<file path="src/rtl/core/sbfd_pkg.sv">
// sbfd_pkg: shared constants, codes and types of the SBUS frame decoder.
// No dependencies; used by every module under rtl/core.
`timescale 1ns / 1ps
`default_nettype none

package sbfd_pkg;

   localparam int NumChannels  = 16;
   localparam int ChanWidth    = 11;
   localparam int LevelWidth   = 4;
   localparam int PayloadDepth = 23;   // frame bytes 1..23
   localparam int ChanBytes    = 22;   // frame bytes 1..22 carry the channels
   localparam int FlagEntry    = 22;   // payload entry of frame byte 23
   localparam int PosWidth     = 5;
   localparam int IdxWidth     = $clog2(NumChannels);
   localparam int PtrWidth     = $clog2(PayloadDepth);

   localparam logic [PosWidth-1:0]   LastPos        = PosWidth'(24);
   localparam logic [7:0]            HeaderByte     = 8'h0F;
   localparam logic [7:0]            EndByte        = 8'h00;
   localparam logic [7:0]            FlagFailsafe   = 8'h04;
   localparam logic [7:0]            FlagFrameLost  = 8'h08;
   localparam logic [LevelWidth-1:0] ThresholdReset = LevelWidth'(10);

   // request command codes
   localparam logic CmdByte     = 1'b0;
   localparam logic CmdLinkLost = 1'b1;

   typedef logic [ChanWidth-1:0] chan_type;

   // what one accepted request does to the link state
   typedef struct packed {
      logic frame_ok;    // byte 24 closed a valid frame
      logic failsafe;    // failsafe or frame-lost flag of that frame
      logic link_lost;   // link-lost command
   } frame_event_type;

   // link state after the request
   typedef struct packed {
      logic                  connected;
      logic [LevelWidth-1:0] level;
      logic                  clear;     // frame triggered disconnect, zero channels
   } link_status_type;

endpackage : sbfd_pkg

`default_nettype wire

</file>
<file path="src/rtl/core/sbfd_frame_parser.sv">
// sbfd_frame_parser: byte position tracking, payload capture and channel unpack.
// Depends on sbfd_pkg.
`timescale 1ns / 1ps
`default_nettype none

module sbfd_frame_parser (
   input  wire logic                     clock,
   input  wire logic                     reset,
   input  wire logic                     accept,
   input  wire logic                     cmd,
   input  wire logic [7:0]               data_byte,
   input  wire logic                     frame_start,
   output logic                          close_byte,
   output sbfd_pkg::frame_event_type     event_out,
   output sbfd_pkg::chan_type            chans [sbfd_pkg::NumChannels]
);

   logic [sbfd_pkg::PosWidth-1:0] pos_ff, pos_in;
   logic                          open_ff, open_in;
   logic                          header_ok_ff, header_ok_in;
   logic [7:0]                    payload_ff [sbfd_pkg::PayloadDepth];
   logic                          wr_en;
   logic [sbfd_pkg::PtrWidth-1:0] wr_ptr;
   logic [8*sbfd_pkg::ChanBytes-1:0] bits;

   // byte 24 of an open frame
   assign close_byte = (cmd == sbfd_pkg::CmdByte) && !frame_start && open_ff
                       && (pos_ff == sbfd_pkg::LastPos);

   assign wr_ptr = sbfd_pkg::PtrWidth'(pos_ff - sbfd_pkg::PosWidth'(1));
   assign wr_en  = accept && (cmd == sbfd_pkg::CmdByte) && !frame_start && open_ff
                   && (pos_ff != sbfd_pkg::LastPos);

   always_comb begin
      pos_in       = pos_ff;
      open_in      = open_ff;
      header_ok_in = header_ok_ff;
      event_out    = '0;
      if (accept) begin
         priority if (cmd == sbfd_pkg::CmdLinkLost) begin
            pos_in              = '0;
            open_in             = 1'b0;
            header_ok_in        = 1'b0;
            event_out.link_lost = 1'b1;
         end else if (frame_start) begin
            pos_in       = sbfd_pkg::PosWidth'(1);
            open_in      = 1'b1;
            header_ok_in = (data_byte == sbfd_pkg::HeaderByte);
         end else if (!open_ff) begin
            // stray byte, no frame open
         end else if (pos_ff != sbfd_pkg::LastPos) begin
            pos_in = pos_ff + sbfd_pkg::PosWidth'(1);
         end else begin
            pos_in             = '0;
            open_in            = 1'b0;
            event_out.frame_ok = header_ok_ff && (data_byte == sbfd_pkg::EndByte);
            event_out.failsafe =
               |(payload_ff[sbfd_pkg::FlagEntry] &
                 (sbfd_pkg::FlagFailsafe | sbfd_pkg::FlagFrameLost));
         end
      end
   end

   always_ff @(posedge clock) begin
      if (reset) begin
         pos_ff       <= '0;
         open_ff      <= 1'b0;
         header_ok_ff <= 1'b0;
      end else begin
         pos_ff       <= pos_in;
         open_ff      <= open_in;
         header_ok_ff <= header_ok_in;
      end
   end

   always_ff @(posedge clock) begin
      if (wr_en) begin
         payload_ff[wr_ptr] <= data_byte;
      end
   end

   // little-endian bit stream of bytes 1..22, eleven bits per channel
   always_comb begin
      for (int i = 0; i < sbfd_pkg::ChanBytes; i++) begin
         bits[8*i +: 8] = payload_ff[i];
      end
      for (int k = 0; k < sbfd_pkg::NumChannels; k++) begin
         chans[k] = bits[sbfd_pkg::ChanWidth*k +: sbfd_pkg::ChanWidth];
      end
   end

endmodule : sbfd_frame_parser

`default_nettype wire

</file>
<file path="src/rtl/core/sbfd_failsafe.sv">
// sbfd_failsafe: saturating failsafe debounce counter and connected flag.
// Depends on sbfd_pkg.
`timescale 1ns / 1ps
`default_nettype none

module sbfd_failsafe (
   input  wire logic                                clock,
   input  wire logic                                reset,
   input  wire sbfd_pkg::frame_event_type           event_in,
   input  wire logic [sbfd_pkg::LevelWidth-1:0]     threshold,
   output sbfd_pkg::link_status_type                status
);

   logic [sbfd_pkg::LevelWidth-1:0] level_ff, level_in, stepped;
   logic                            connected_ff, connected_in;
   logic                            clear;

   always_comb begin
      level_in     = level_ff;
      connected_in = connected_ff;
      clear        = 1'b0;
      stepped      = level_ff;
      priority if (event_in.link_lost) begin
         level_in     = '0;
         connected_in = 1'b0;
      end else if (event_in.frame_ok) begin
         if (event_in.failsafe) begin
            if (level_ff < threshold) begin
               stepped = level_ff + sbfd_pkg::LevelWidth'(1);
            end
            if ((stepped >= threshold) && connected_ff) begin
               connected_in = 1'b0;
               clear        = 1'b1;
            end
         end else begin
            if (level_ff != '0) begin
               stepped = level_ff - sbfd_pkg::LevelWidth'(1);
            end
            if ((stepped == '0) && !connected_ff) begin
               connected_in = 1'b1;
            end
         end
         level_in = stepped;
      end else begin
         // no change
      end
   end

   always_ff @(posedge clock) begin
      if (reset) begin
         level_ff     <= '0;
         connected_ff <= 1'b0;
      end else begin
         level_ff     <= level_in;
         connected_ff <= connected_in;
      end
   end

   assign status.connected = connected_in;
   assign status.level     = level_in;
   assign status.clear     = clear;

endmodule : sbfd_failsafe

`default_nettype wire

</file>
<file path="src/rtl/core/sbfd_result_drain.sv">
// sbfd_result_drain: holds one frame's sixteen channel results and shifts them out.
// Depends on sbfd_pkg.
`timescale 1ns / 1ps
`default_nettype none

module sbfd_result_drain (
   input  wire logic                                 clock,
   input  wire logic                                 reset,
   input  wire logic                                 load,
   input  wire sbfd_pkg::chan_type                   chans [sbfd_pkg::NumChannels],
   input  wire sbfd_pkg::link_status_type            status,
   input  wire logic                                 failsafe,
   output logic                                      free,
   output logic                                      rsp_valid,
   input  wire logic                                 rsp_ready,
   output logic [sbfd_pkg::IdxWidth-1:0]             rsp_channel_index,
   output logic [sbfd_pkg::ChanWidth-1:0]            rsp_channel_value,
   output logic                                      rsp_tx_connected,
   output logic                                      rsp_frame_failsafe,
   output logic [sbfd_pkg::LevelWidth-1:0]           rsp_failsafe_level,
   output logic                                      rsp_last
);

   localparam logic [sbfd_pkg::IdxWidth-1:0] LastIdx =
      sbfd_pkg::IdxWidth'(sbfd_pkg::NumChannels - 1);

   logic                              busy_ff, busy_in;
   logic [sbfd_pkg::IdxWidth-1:0]     idx_ff, idx_in;
   sbfd_pkg::chan_type                chan_ff [sbfd_pkg::NumChannels];
   logic                              connected_ff;
   logic                              failsafe_ff;
   logic [sbfd_pkg::LevelWidth-1:0]   level_ff;
   logic                              take;

   assign take = busy_ff && rsp_ready;
   assign free = !busy_ff || (rsp_ready && (idx_ff == LastIdx));

   always_comb begin
      busy_in = busy_ff;
      idx_in  = idx_ff;
      priority if (load) begin
         busy_in = 1'b1;
         idx_in  = '0;
      end else if (take) begin
         busy_in = (idx_ff != LastIdx);
         idx_in  = idx_ff + sbfd_pkg::IdxWidth'(1);
      end else begin
         // hold
      end
   end

   always_ff @(posedge clock) begin
      if (reset) begin
         busy_ff <= 1'b0;
         idx_ff  <= '0;
      end else begin
         busy_ff <= busy_in;
         idx_ff  <= idx_in;
      end
   end

   // payload: loaded on a valid frame, shifted toward entry 0 per result
   always_ff @(posedge clock) begin
      if (load) begin
         for (int k = 0; k < sbfd_pkg::NumChannels; k++) begin
            chan_ff[k] <= status.clear ? '0 : chans[k];
         end
         connected_ff <= status.connected;
         failsafe_ff  <= failsafe;
         level_ff     <= status.level;
      end else if (take) begin
         for (int k = 0; k < sbfd_pkg::NumChannels - 1; k++) begin
            chan_ff[k] <= chan_ff[k+1];
         end
      end
   end

   assign rsp_valid          = busy_ff;
   assign rsp_channel_index  = idx_ff;
   assign rsp_channel_value  = chan_ff[0];
   assign rsp_tx_connected   = connected_ff;
   assign rsp_frame_failsafe = failsafe_ff;
   assign rsp_failsafe_level = level_ff;
   assign rsp_last           = (idx_ff == LastIdx);

endmodule : sbfd_result_drain

`default_nettype wire

</file>
<file path="src/rtl/core/sbus_frame_decoder_failsafe.sv">
// sbus_frame_decoder_failsafe: top level of the SBUS frame decoder with failsafe debounce.
// Depends on sbfd_pkg, sbfd_frame_parser, sbfd_failsafe and sbfd_result_drain.
//
// Usage:
//  - req_*: one request per received byte (req_cmd = 0) or a link-lost event
//    (req_cmd = 1). req_frame_start marks byte 0 of a frame. One request can
//    be taken every cycle, but for the byte-24 stall described below.
//  - csr_*: writes lost_threshold (reset 10). Always ready; write only while idle.
//  - rsp_*: a valid 25-byte frame (0x0F header, 0x00 end byte) yields sixteen
//    responses, channel 0 to 15, with rsp_last on channel 15.
//  - Responses: the first response is valid in the cycle after byte 24 is accepted;
//    the following ones drain at one per cycle while rsp_ready is high.
//  - Throughput: one request per cycle. The only stall is byte 24 of a frame
//    while the previous frame's sixteen responses are still held in the
//    result register; it is taken in the cycle the last one leaves. A new
//    frame's bytes 0..23 and link-lost events are taken meanwhile.
//  - Reset (synchronous): no frame open, counter 0, disconnected, threshold 10,
//    no responses pending.
//  - A stalled receiver only holds the current response; results are never
//    dropped or reordered.
`timescale 1ns / 1ps
`default_nettype none

module sbus_frame_decoder_failsafe (
   input  wire logic                                clock,
   input  wire logic                                reset,
   // byte / event requests
   input  wire logic                                req_valid,
   output logic                                     req_ready,
   input  wire logic                                req_cmd,
   input  wire logic [7:0]                          req_data_byte,
   input  wire logic                                req_frame_start,
   // threshold register
   input  wire logic                                csr_valid,
   output logic                                     csr_ready,
   input  wire logic [sbfd_pkg::LevelWidth-1:0]     csr_lost_threshold,
   // channel responses
   output logic                                     rsp_valid,
   input  wire logic                                rsp_ready,
   output logic [sbfd_pkg::IdxWidth-1:0]            rsp_channel_index,
   output logic [sbfd_pkg::ChanWidth-1:0]           rsp_channel_value,
   output logic                                     rsp_tx_connected,
   output logic                                     rsp_frame_failsafe,
   output logic [sbfd_pkg::LevelWidth-1:0]          rsp_failsafe_level,
   output logic                                     rsp_last
);

   logic                              accept;
   logic                              close_byte;
   logic                              drain_free;
   sbfd_pkg::frame_event_type         frame_event;
   sbfd_pkg::link_status_type         status;
   sbfd_pkg::chan_type                chans [sbfd_pkg::NumChannels];
   logic [sbfd_pkg::LevelWidth-1:0]   threshold_ff;

   // config register
   assign csr_ready = 1'b1;

   always_ff @(posedge clock) begin
      if (reset) begin
         threshold_ff <= sbfd_pkg::ThresholdReset;
      end else if (csr_valid && csr_ready) begin
         threshold_ff <= csr_lost_threshold;
      end
   end

   // closing byte waits until the result register can take a new frame
   assign req_ready = !close_byte || drain_free;
   assign accept    = req_valid && req_ready;

   sbfd_frame_parser u_parser (
      .clock       (clock),
      .reset       (reset),
      .accept      (accept),
      .cmd         (req_cmd),
      .data_byte   (req_data_byte),
      .frame_start (req_frame_start),
      .close_byte  (close_byte),
      .event_out   (frame_event),
      .chans       (chans)
   );

   sbfd_failsafe u_failsafe (
      .clock     (clock),
      .reset     (reset),
      .event_in  (frame_event),
      .threshold (threshold_ff),
      .status    (status)
   );

   sbfd_result_drain u_drain (
      .clock              (clock),
      .reset              (reset),
      .load               (frame_event.frame_ok),
      .chans              (chans),
      .status             (status),
      .failsafe           (frame_event.failsafe),
      .free               (drain_free),
      .rsp_valid          (rsp_valid),
      .rsp_ready          (rsp_ready),
      .rsp_channel_index  (rsp_channel_index),
      .rsp_channel_value  (rsp_channel_value),
      .rsp_tx_connected   (rsp_tx_connected),
      .rsp_frame_failsafe (rsp_frame_failsafe),
      .rsp_failsafe_level (rsp_failsafe_level),
      .rsp_last           (rsp_last)
   );

   // a clean frame that leaves the counter at zero is always connected
   a_clean_zero_connected : assert property (@(posedge clock) disable iff (reset)
      (rsp_valid && !rsp_frame_failsafe && (rsp_failsafe_level == '0))
      |-> rsp_tx_connected)
      else $error("clean frame at level zero reported disconnected");

   // responses of a frame come in channel order without gaps
   a_index_steps : assert property (@(posedge clock) disable iff (reset)
      (rsp_valid && rsp_ready && !rsp_last)
      |=> (rsp_valid && (rsp_channel_index ==
           $past(rsp_channel_index) + sbfd_pkg::IdxWidth'(1))))
      else $error("response channel index skipped");

   // a link-lost event leaves the counter at zero and the link disconnected
   a_link_lost_clears : assert property (@(posedge clock) disable iff (reset)
      (accept && (req_cmd == sbfd_pkg::CmdLinkLost))
      |-> (!status.connected && (status.level == '0) && !frame_event.frame_ok))
      else $error("link-lost did not clear link state");

endmodule : sbus_frame_decoder_failsafe

`default_nettype wire
</file>
<file path="config.mk">
export PLATFORM = sky130hd
export DESIGN_NAME = sbus_frame_decoder_failsafe
export DESIGN_NICKNAME = d
export VERILOG_FILES = /design/src/rtl/core/sbfd_pkg.sv /design/src/rtl/core/sbfd_frame_parser.sv /design/src/rtl/core/sbfd_failsafe.sv /design/src/rtl/core/sbfd_result_drain.sv /design/src/rtl/core/sbus_frame_decoder_failsafe.sv
export SDC_FILE = /design/constraint.sdc
export NUM_CORES = 1
export LEC_CHECK = 0
export BUFFER_PORTS_ARGS = -buffer_cell sky130_fd_sc_hd__buf_2
export CAP_MARGIN = 20
export CORE_ASPECT_RATIO = 0.75
export CORE_MARGIN = 1
export CORE_UTILIZATION = 60
export CTS_BUF_LIST = sky130_fd_sc_hd__clkbuf_4 sky130_fd_sc_hd__clkbuf_8 sky130_fd_sc_hd__clkbuf_16
export DETAILED_ROUTE_END_ITERATION = 16
export GPL_TIMING_DRIVEN = 0
export PLACE_DENSITY = 0.89
export SETUP_SLACK_MARGIN = 0.3
export SYNTH_ARGS = -nofsm -noshare
export SYNTH_HDL_FRONTEND = slang
export SYNTH_HIERARCHICAL = 1
export SYNTH_SLANG_ARGS = --single-unit
</file>
<file path="constraint.sdc">
create_clock -name clock -period 8.8 [get_ports clock]
set_input_delay 0.88 -clock clock [delete_from_list [all_inputs] [get_ports clock]]
set_output_delay 0.88 -clock clock [all_outputs]
set_load 0.02 [all_outputs]
</file>
After elaboration in Yosys (flattened, before gate mapping)

Memories as Yosys holds them, arrays and structs flattened.
Index checks and enable logic that the tools add are counted.

Flip-flop bits (word level): 27
Output and inout bits: 25
Logic and storage cells: 146
Memories kept: 2
RAM bits: 360
Input port bits: 19

Memory list:

| name                | depth | bits a word | read ports | clocked after Yosys merged registers in | write ports | line                    | source |
|---|---|---|---|---|---|---|---|
| u_parser.payload_ff | 23    | 8           | 23         | 0                                       | 1           | sbfd_frame_parser.sv:21 | `logic [7:0] payload_ff [sbfd_pkg::PayloadDepth];` |
| u_drain.chan_ff     | 16    | 11          | 16         | 0                                       | 16          | sbfd_result_drain.sv:29 | `sbfd_pkg::chan_type chan_ff [sbfd_pkg::NumChannels];` |

Add/subtract/negate cells: 5
Magnitude comparators: 2
Reduce and logical (&&, ||, !) cells: 29
Bitwise logic cells: 16
Muxes and demuxes: 76
Equal/unequal tests: 5

Operators with widths:

| cell                                              | count |
|---|---|
| 2-to-1 mux 11 bit                                 | 31 |
| 2-to-1 mux 4 bit                                  | 11 |
| 2-to-1 mux 1 bit                                  | 25 |
| 2-to-1 mux 5 bit                                  | 4 |
| OR 1 bit                                          | 15 |
| logical AND 1 bit                                 | 13 |
| adder 4 x 1 -> 4 bit (second input constant)      | 2 |
| == test 8 x 4 -> 1 bit (second input constant)    | 1 |
| logical NOT 8 bit                                 | 1 |
| 2-to-1 mux 2 bit                                  | 4 |
| adder 5 x 1 -> 5 bit (second input constant)      | 1 |
| == test 5 bit (second input constant)             | 1 |
| inequality test 5 bit (second input constant)     | 1 |
| subtractor 5 x 1 -> 5 bit (second input constant) | 1 |
| == test 4 bit (second input constant)             | 1 |
| greater-or-equal comparator 4 bit                 | 1 |
| logical NOT 1 bit                                 | 4 |
| logical NOT 4 bit                                 | 1 |
| less-than comparator 4 bit                        | 1 |
| inequality test 4 bit (second input constant)     | 1 |
| AND reduction 2 bit                               | 2 |
| nonzero test 2 bit                                | 2 |
| nonzero test 4 bit                                | 1 |
| OR reduction 2 bit                                | 2 |
| other kinds (5)                                   | 6 |

Logic depth before layout (Yosys ltp)

Depth in word-level cells: 19
Mapped depth: 18
Gate-level depth less buffers: 15

Hierarchy

The synthesis kept the hierarchy.

By module, submodules not included:

| module                      | instances | area an instance (µm²) | sequential area each (µm²) | cells each |
|---|---|---|---|---|
| sbfd_result_drain           | 1         | 9170.0                 | 5565.3                     | 653 |
| sbfd_frame_parser           | 1         | 6167.2                 | 5485.3                     | 296 |
| sbfd_failsafe               | 1         | 690.7                  | 100.1                      | 88 |
| sbus_frame_decoder_failsafe | 1         | 161.4                  | 80.1                       | 16 |

Worst setup path after synthesis

Ideal clock, no wire load.

Path kind: in2reg
Start: input port req_cmd
End: memory u_drain/chan_ff[0][0] (netlist name), enable pin
Stages: 11
Data required time: 8246 ps
Library setup time: 554 ps
Arrival time: 6916 ps
Slack: 1330 ps
Path through: buf_6 -> nor2_1 -> nand2_1 -> nor2_1 -> nand2b_1 -> and2_1 -> nand4bb_4 -> nor2_1 -> and4_1 -> buf_2 -> nand2b_1

RTL lines:

| what        | line                              | source |
|---|---|---|
| from (decl) | sbus_frame_decoder_failsafe.sv:30 | `input wire logic req_cmd,` |
| to (decl)   | sbfd_result_drain.sv:29           |  |

==> impl_metrics.yaml <==
setup_path:
  path_buf_inv: 5
  worstPathCellList: "inv_1 -> ha_1 -> nand4b_1 -> nor2_1 -> nand2b_1 -> and2_1 -> nand4bb_4 -> nor2_1 -> and4_1 -> and2_2 -> buf_2 -> nor3b_1 -> buf_4 -> buf_2 -> clkbuf_1 -> nor2b_1 -> mux2_4"
  cp_top_family: "simple AND/OR/NAND/NOR gates"
  path_max_fanout: 14
  critPathSlowestCell: "and4_1"
  cp_slowest_stage_delay_ns: 0.66
  arrival_ns: 5.42
  critPathLaunchType: "register"
  required_ns: 9.06
  cp-end-kind: "register"
  crit_type: "register to register"
die:
  ioPinCount: 44
  die_w_um: 192
  die-area_um2: 27700
  core_area_um2: 26200
  die_h_um: 144
  num_rows: 51
  start_util_pct: 61.7
logic_synthesis:
  syn_area_per_cell_um2: 15.4
  async_flop_share_pct: 0
  muxShareOfSynthArea_pct: 10.2
  ys_ff_latch: 381
  ys_types: 66
  syn_inst: 1053
  synth_fp_nets: 1087
  yosysTopAreaCell: "edfxtp_1"
  synth_area_um2: 16200
  yosysMostFrequentCell: "edfxtp_1"
  yosysWarningCount: 6
  synth_edf_count: 360
  synthAdderAreaFrac_pct: 1.16
  synth_top_area_share_pct: 66.8
  yosys-top-cells-count: "edfxtp_1 (360), nor2b_1 (131), mux2_4 (100)"
  synth-compound-area-share_pct: 4.27
  synth_top_family_by_area: "multiplexers"
  synth-xor-area-share_pct: 0.325
  synth_top_flop_cell: "edfxtp_1"
  ys_seq_area_share_pct: 69.4
  synthTopCellsByArea: "edfxtp_1 (67%), mux2_4 (9.3%), nor2b_1 (5.1%)"
  synth-simple-area-share_pct: 9.98
placement:
  portBuffers: 41
  placed_area_um2: 16900
  place_ws_ns: 3.36
  gp_congestion: 0.861
  hpwl_um: 19000
sta:
  drv_slew: 0
  finalWorstSetupSlack_ns: 3.65
  fin_crit_ns: 5.15
  fin_crit_sh_pct: 58.6
  fin_worst_skew_ns: 0.0201
  hold_viol: 0
  fmax_mhz: 194
  relSlewSlack_pct: 42.1
  worst_pin_slew_ns: 0.865
  rsz0062_at_grt: "false"
  finalSetupViolCount: 0
clock_tree:
  clk_latency_ns: 0.53
  cts.clk_slew.worst_paths_ns: 0.06
  cts_resized: 0
  cts_buffer_depth: 3
  clock-sinks: 381
  cts_tree: "yes"
  post_cts_buffers: 0
  cts_buffers: 36
  h-tree-depth: 2
  cts.hold.buffers_added: 0
  root_buffer: "clkbuf_16"
cells_and_area:
  multiInputGateArea_um2: 4210
  design_area_um2: 18100
  final_nets: 1169
  syn_to_final_growth_pct: 11.7
  diodes: 0
  regArea_um2: 11200
  nFillCells: 1603
  finish.utilization_pct: 68.9
  drive_above_1_share_pct: 22.9
routing:
  via_per_inst: 5.79
  drc: 0
  wl_um: 31900
  wl_per_cell_um: 21.2
  antenna_left: 0
  drtIter0Drc: 906
  first_pass_iters: 5
  vias: 8708
job:
  max_cap_viol_count: 0
grt:
  grt_pass1_vias: 8641
  grt_antenna_before_repair: 0
  grt_overflow: 0
  grt_pass1_wl_um: 48500
  grt_start_max_net_pins: 74
  grt_use_total_pct: 24.0
power:
  vdd_drop_max_mv: 0.125
  power_leakage_uw: 0.00670
  p_per_area_nw_per_um2: 197
  fin_total_pwr_uw: 3570
status:
  status: "finished clean"
worst_hold_path:
  hold_class: "register to register"
[cells by family (layout without fill, tap and decap cells)]
kind of cell             Yosys count  count (layout)
adder cells (fa/ha/maj)           15              15
buffers and inverters            128             236
XOR/XNOR                           6               6
AO/OA/AOI/OAI                    113             113
multiplexers                     114             114
other                              1               1
flip-flops                       381             381
AND/OR/NAND/NOR                  295             295
[through the flow]
| stage | hold slack (ns) | instances | setup TNS [ns] |
|---|---|---|---|
| floorplan | 0.460 | 1053 | 0 |
| global placement | 0.481 | 1438 | -107.31 |
| detailed placement | 0.484 | 1440 | 0 |
| CTS | 0.523 | 1504 | 0 |
| global route | 0.543 | 1505 | 0 |
| finish | 0.521 | 1505 | 0 |
[worst min-delay path, stage by stage, from the launching register on]
cell     delay, ns
dfxtp_1       0.33
mux2i_1       0.08
nor2_1        0.08
[cell type report]
class                      count  share of cell area [%]
clock buffer                  46                    5.49
clock inverter                18                    1.07
buffer                        60                    2.75
multi-input combinational    544                    23.3
inverter                      68                    1.41
tap                          344                    2.38
timing repair buffer          44                    1.48
sequential                   381                    62.1
[sequential cells by signal (all words and copies together), names as in the netlist]
signal                      count
u_parser/payload_ff           178
u_drain/chan_ff               176
u_parser/pos_ff                 5
threshold_ff                    4
u_drain/rsp_channel_index       4
u_drain/rsp_failsafe_level      4
u_failsafe/level_ff             4
u_drain/rsp_frame_failsafe      1
u_drain/rsp_tx_connected        1
u_drain/rsp_valid               1
u_failsafe/connected_ff         1
u_parser/header_ok_ff           1
u_parser/open_ff                1
[power breakdown]
part / switching [uW] / internal, uW / total (uW)
logic: 36.0 / 10.7 / 46.7
registers: 1.82 / 1970 / 1970
clock network: 635 / 918 / 1550
total: 672 / 2900 / 3570
[final timing paths]
kind / startpoint / endpoint / slack [ns] / cells past startpoint
max: u_parser/pos_ff[0] / u_drain/chan_ff[0][62] / 3.65 / 17
max reg2reg: u_parser/pos_ff[0] / u_drain/chan_ff[0][62] / 3.65 / 17
min: threshold_ff[2] / threshold_ff[2] / 0.52 / 2
min reg2reg: threshold_ff[2] / threshold_ff[2] / 0.52 / 2
[cells in the final DEF (no fill, tap or decap), types with 3 or more instances in the layout]
master / n
buf_1: 4
buf_4: 15
buf_6: 4
or3_1: 3
nand3_1: 8
mux2i_1: 4
nor3_1: 8
clkbuf_16: 37
clkinv_2: 5
xnor2_1: 4
bufinv_16: 4
o21a_1: 4
buf_12: 12
o21ai_0: 64
nand4_1: 3
clkinv_1: 6
clkbuf_4: 9
dfxtp_1: 21
ha_1: 15
nand2_1: 74
inv_1: 67
a211oi_1: 6
nor2_1: 38
clkbuf_1: 20
mux2_2: 10
mux2_4: 100
nor2b_1: 131
buf_2: 47
nand2b_1: 4
edfxtp_1: 360
nor4_1: 3
a21oi_1: 14
[layer usage]
layer	vias up	routed length (um)	GRT usage, %
met5	-	0	0
met4	0	821	8.02
met3	60	3210	7.09
met2	414	15200	39.3
met1	4295	12700	30.7
li1	3939	-	-
Note: power is estimated with default switching activity, not from simulation.
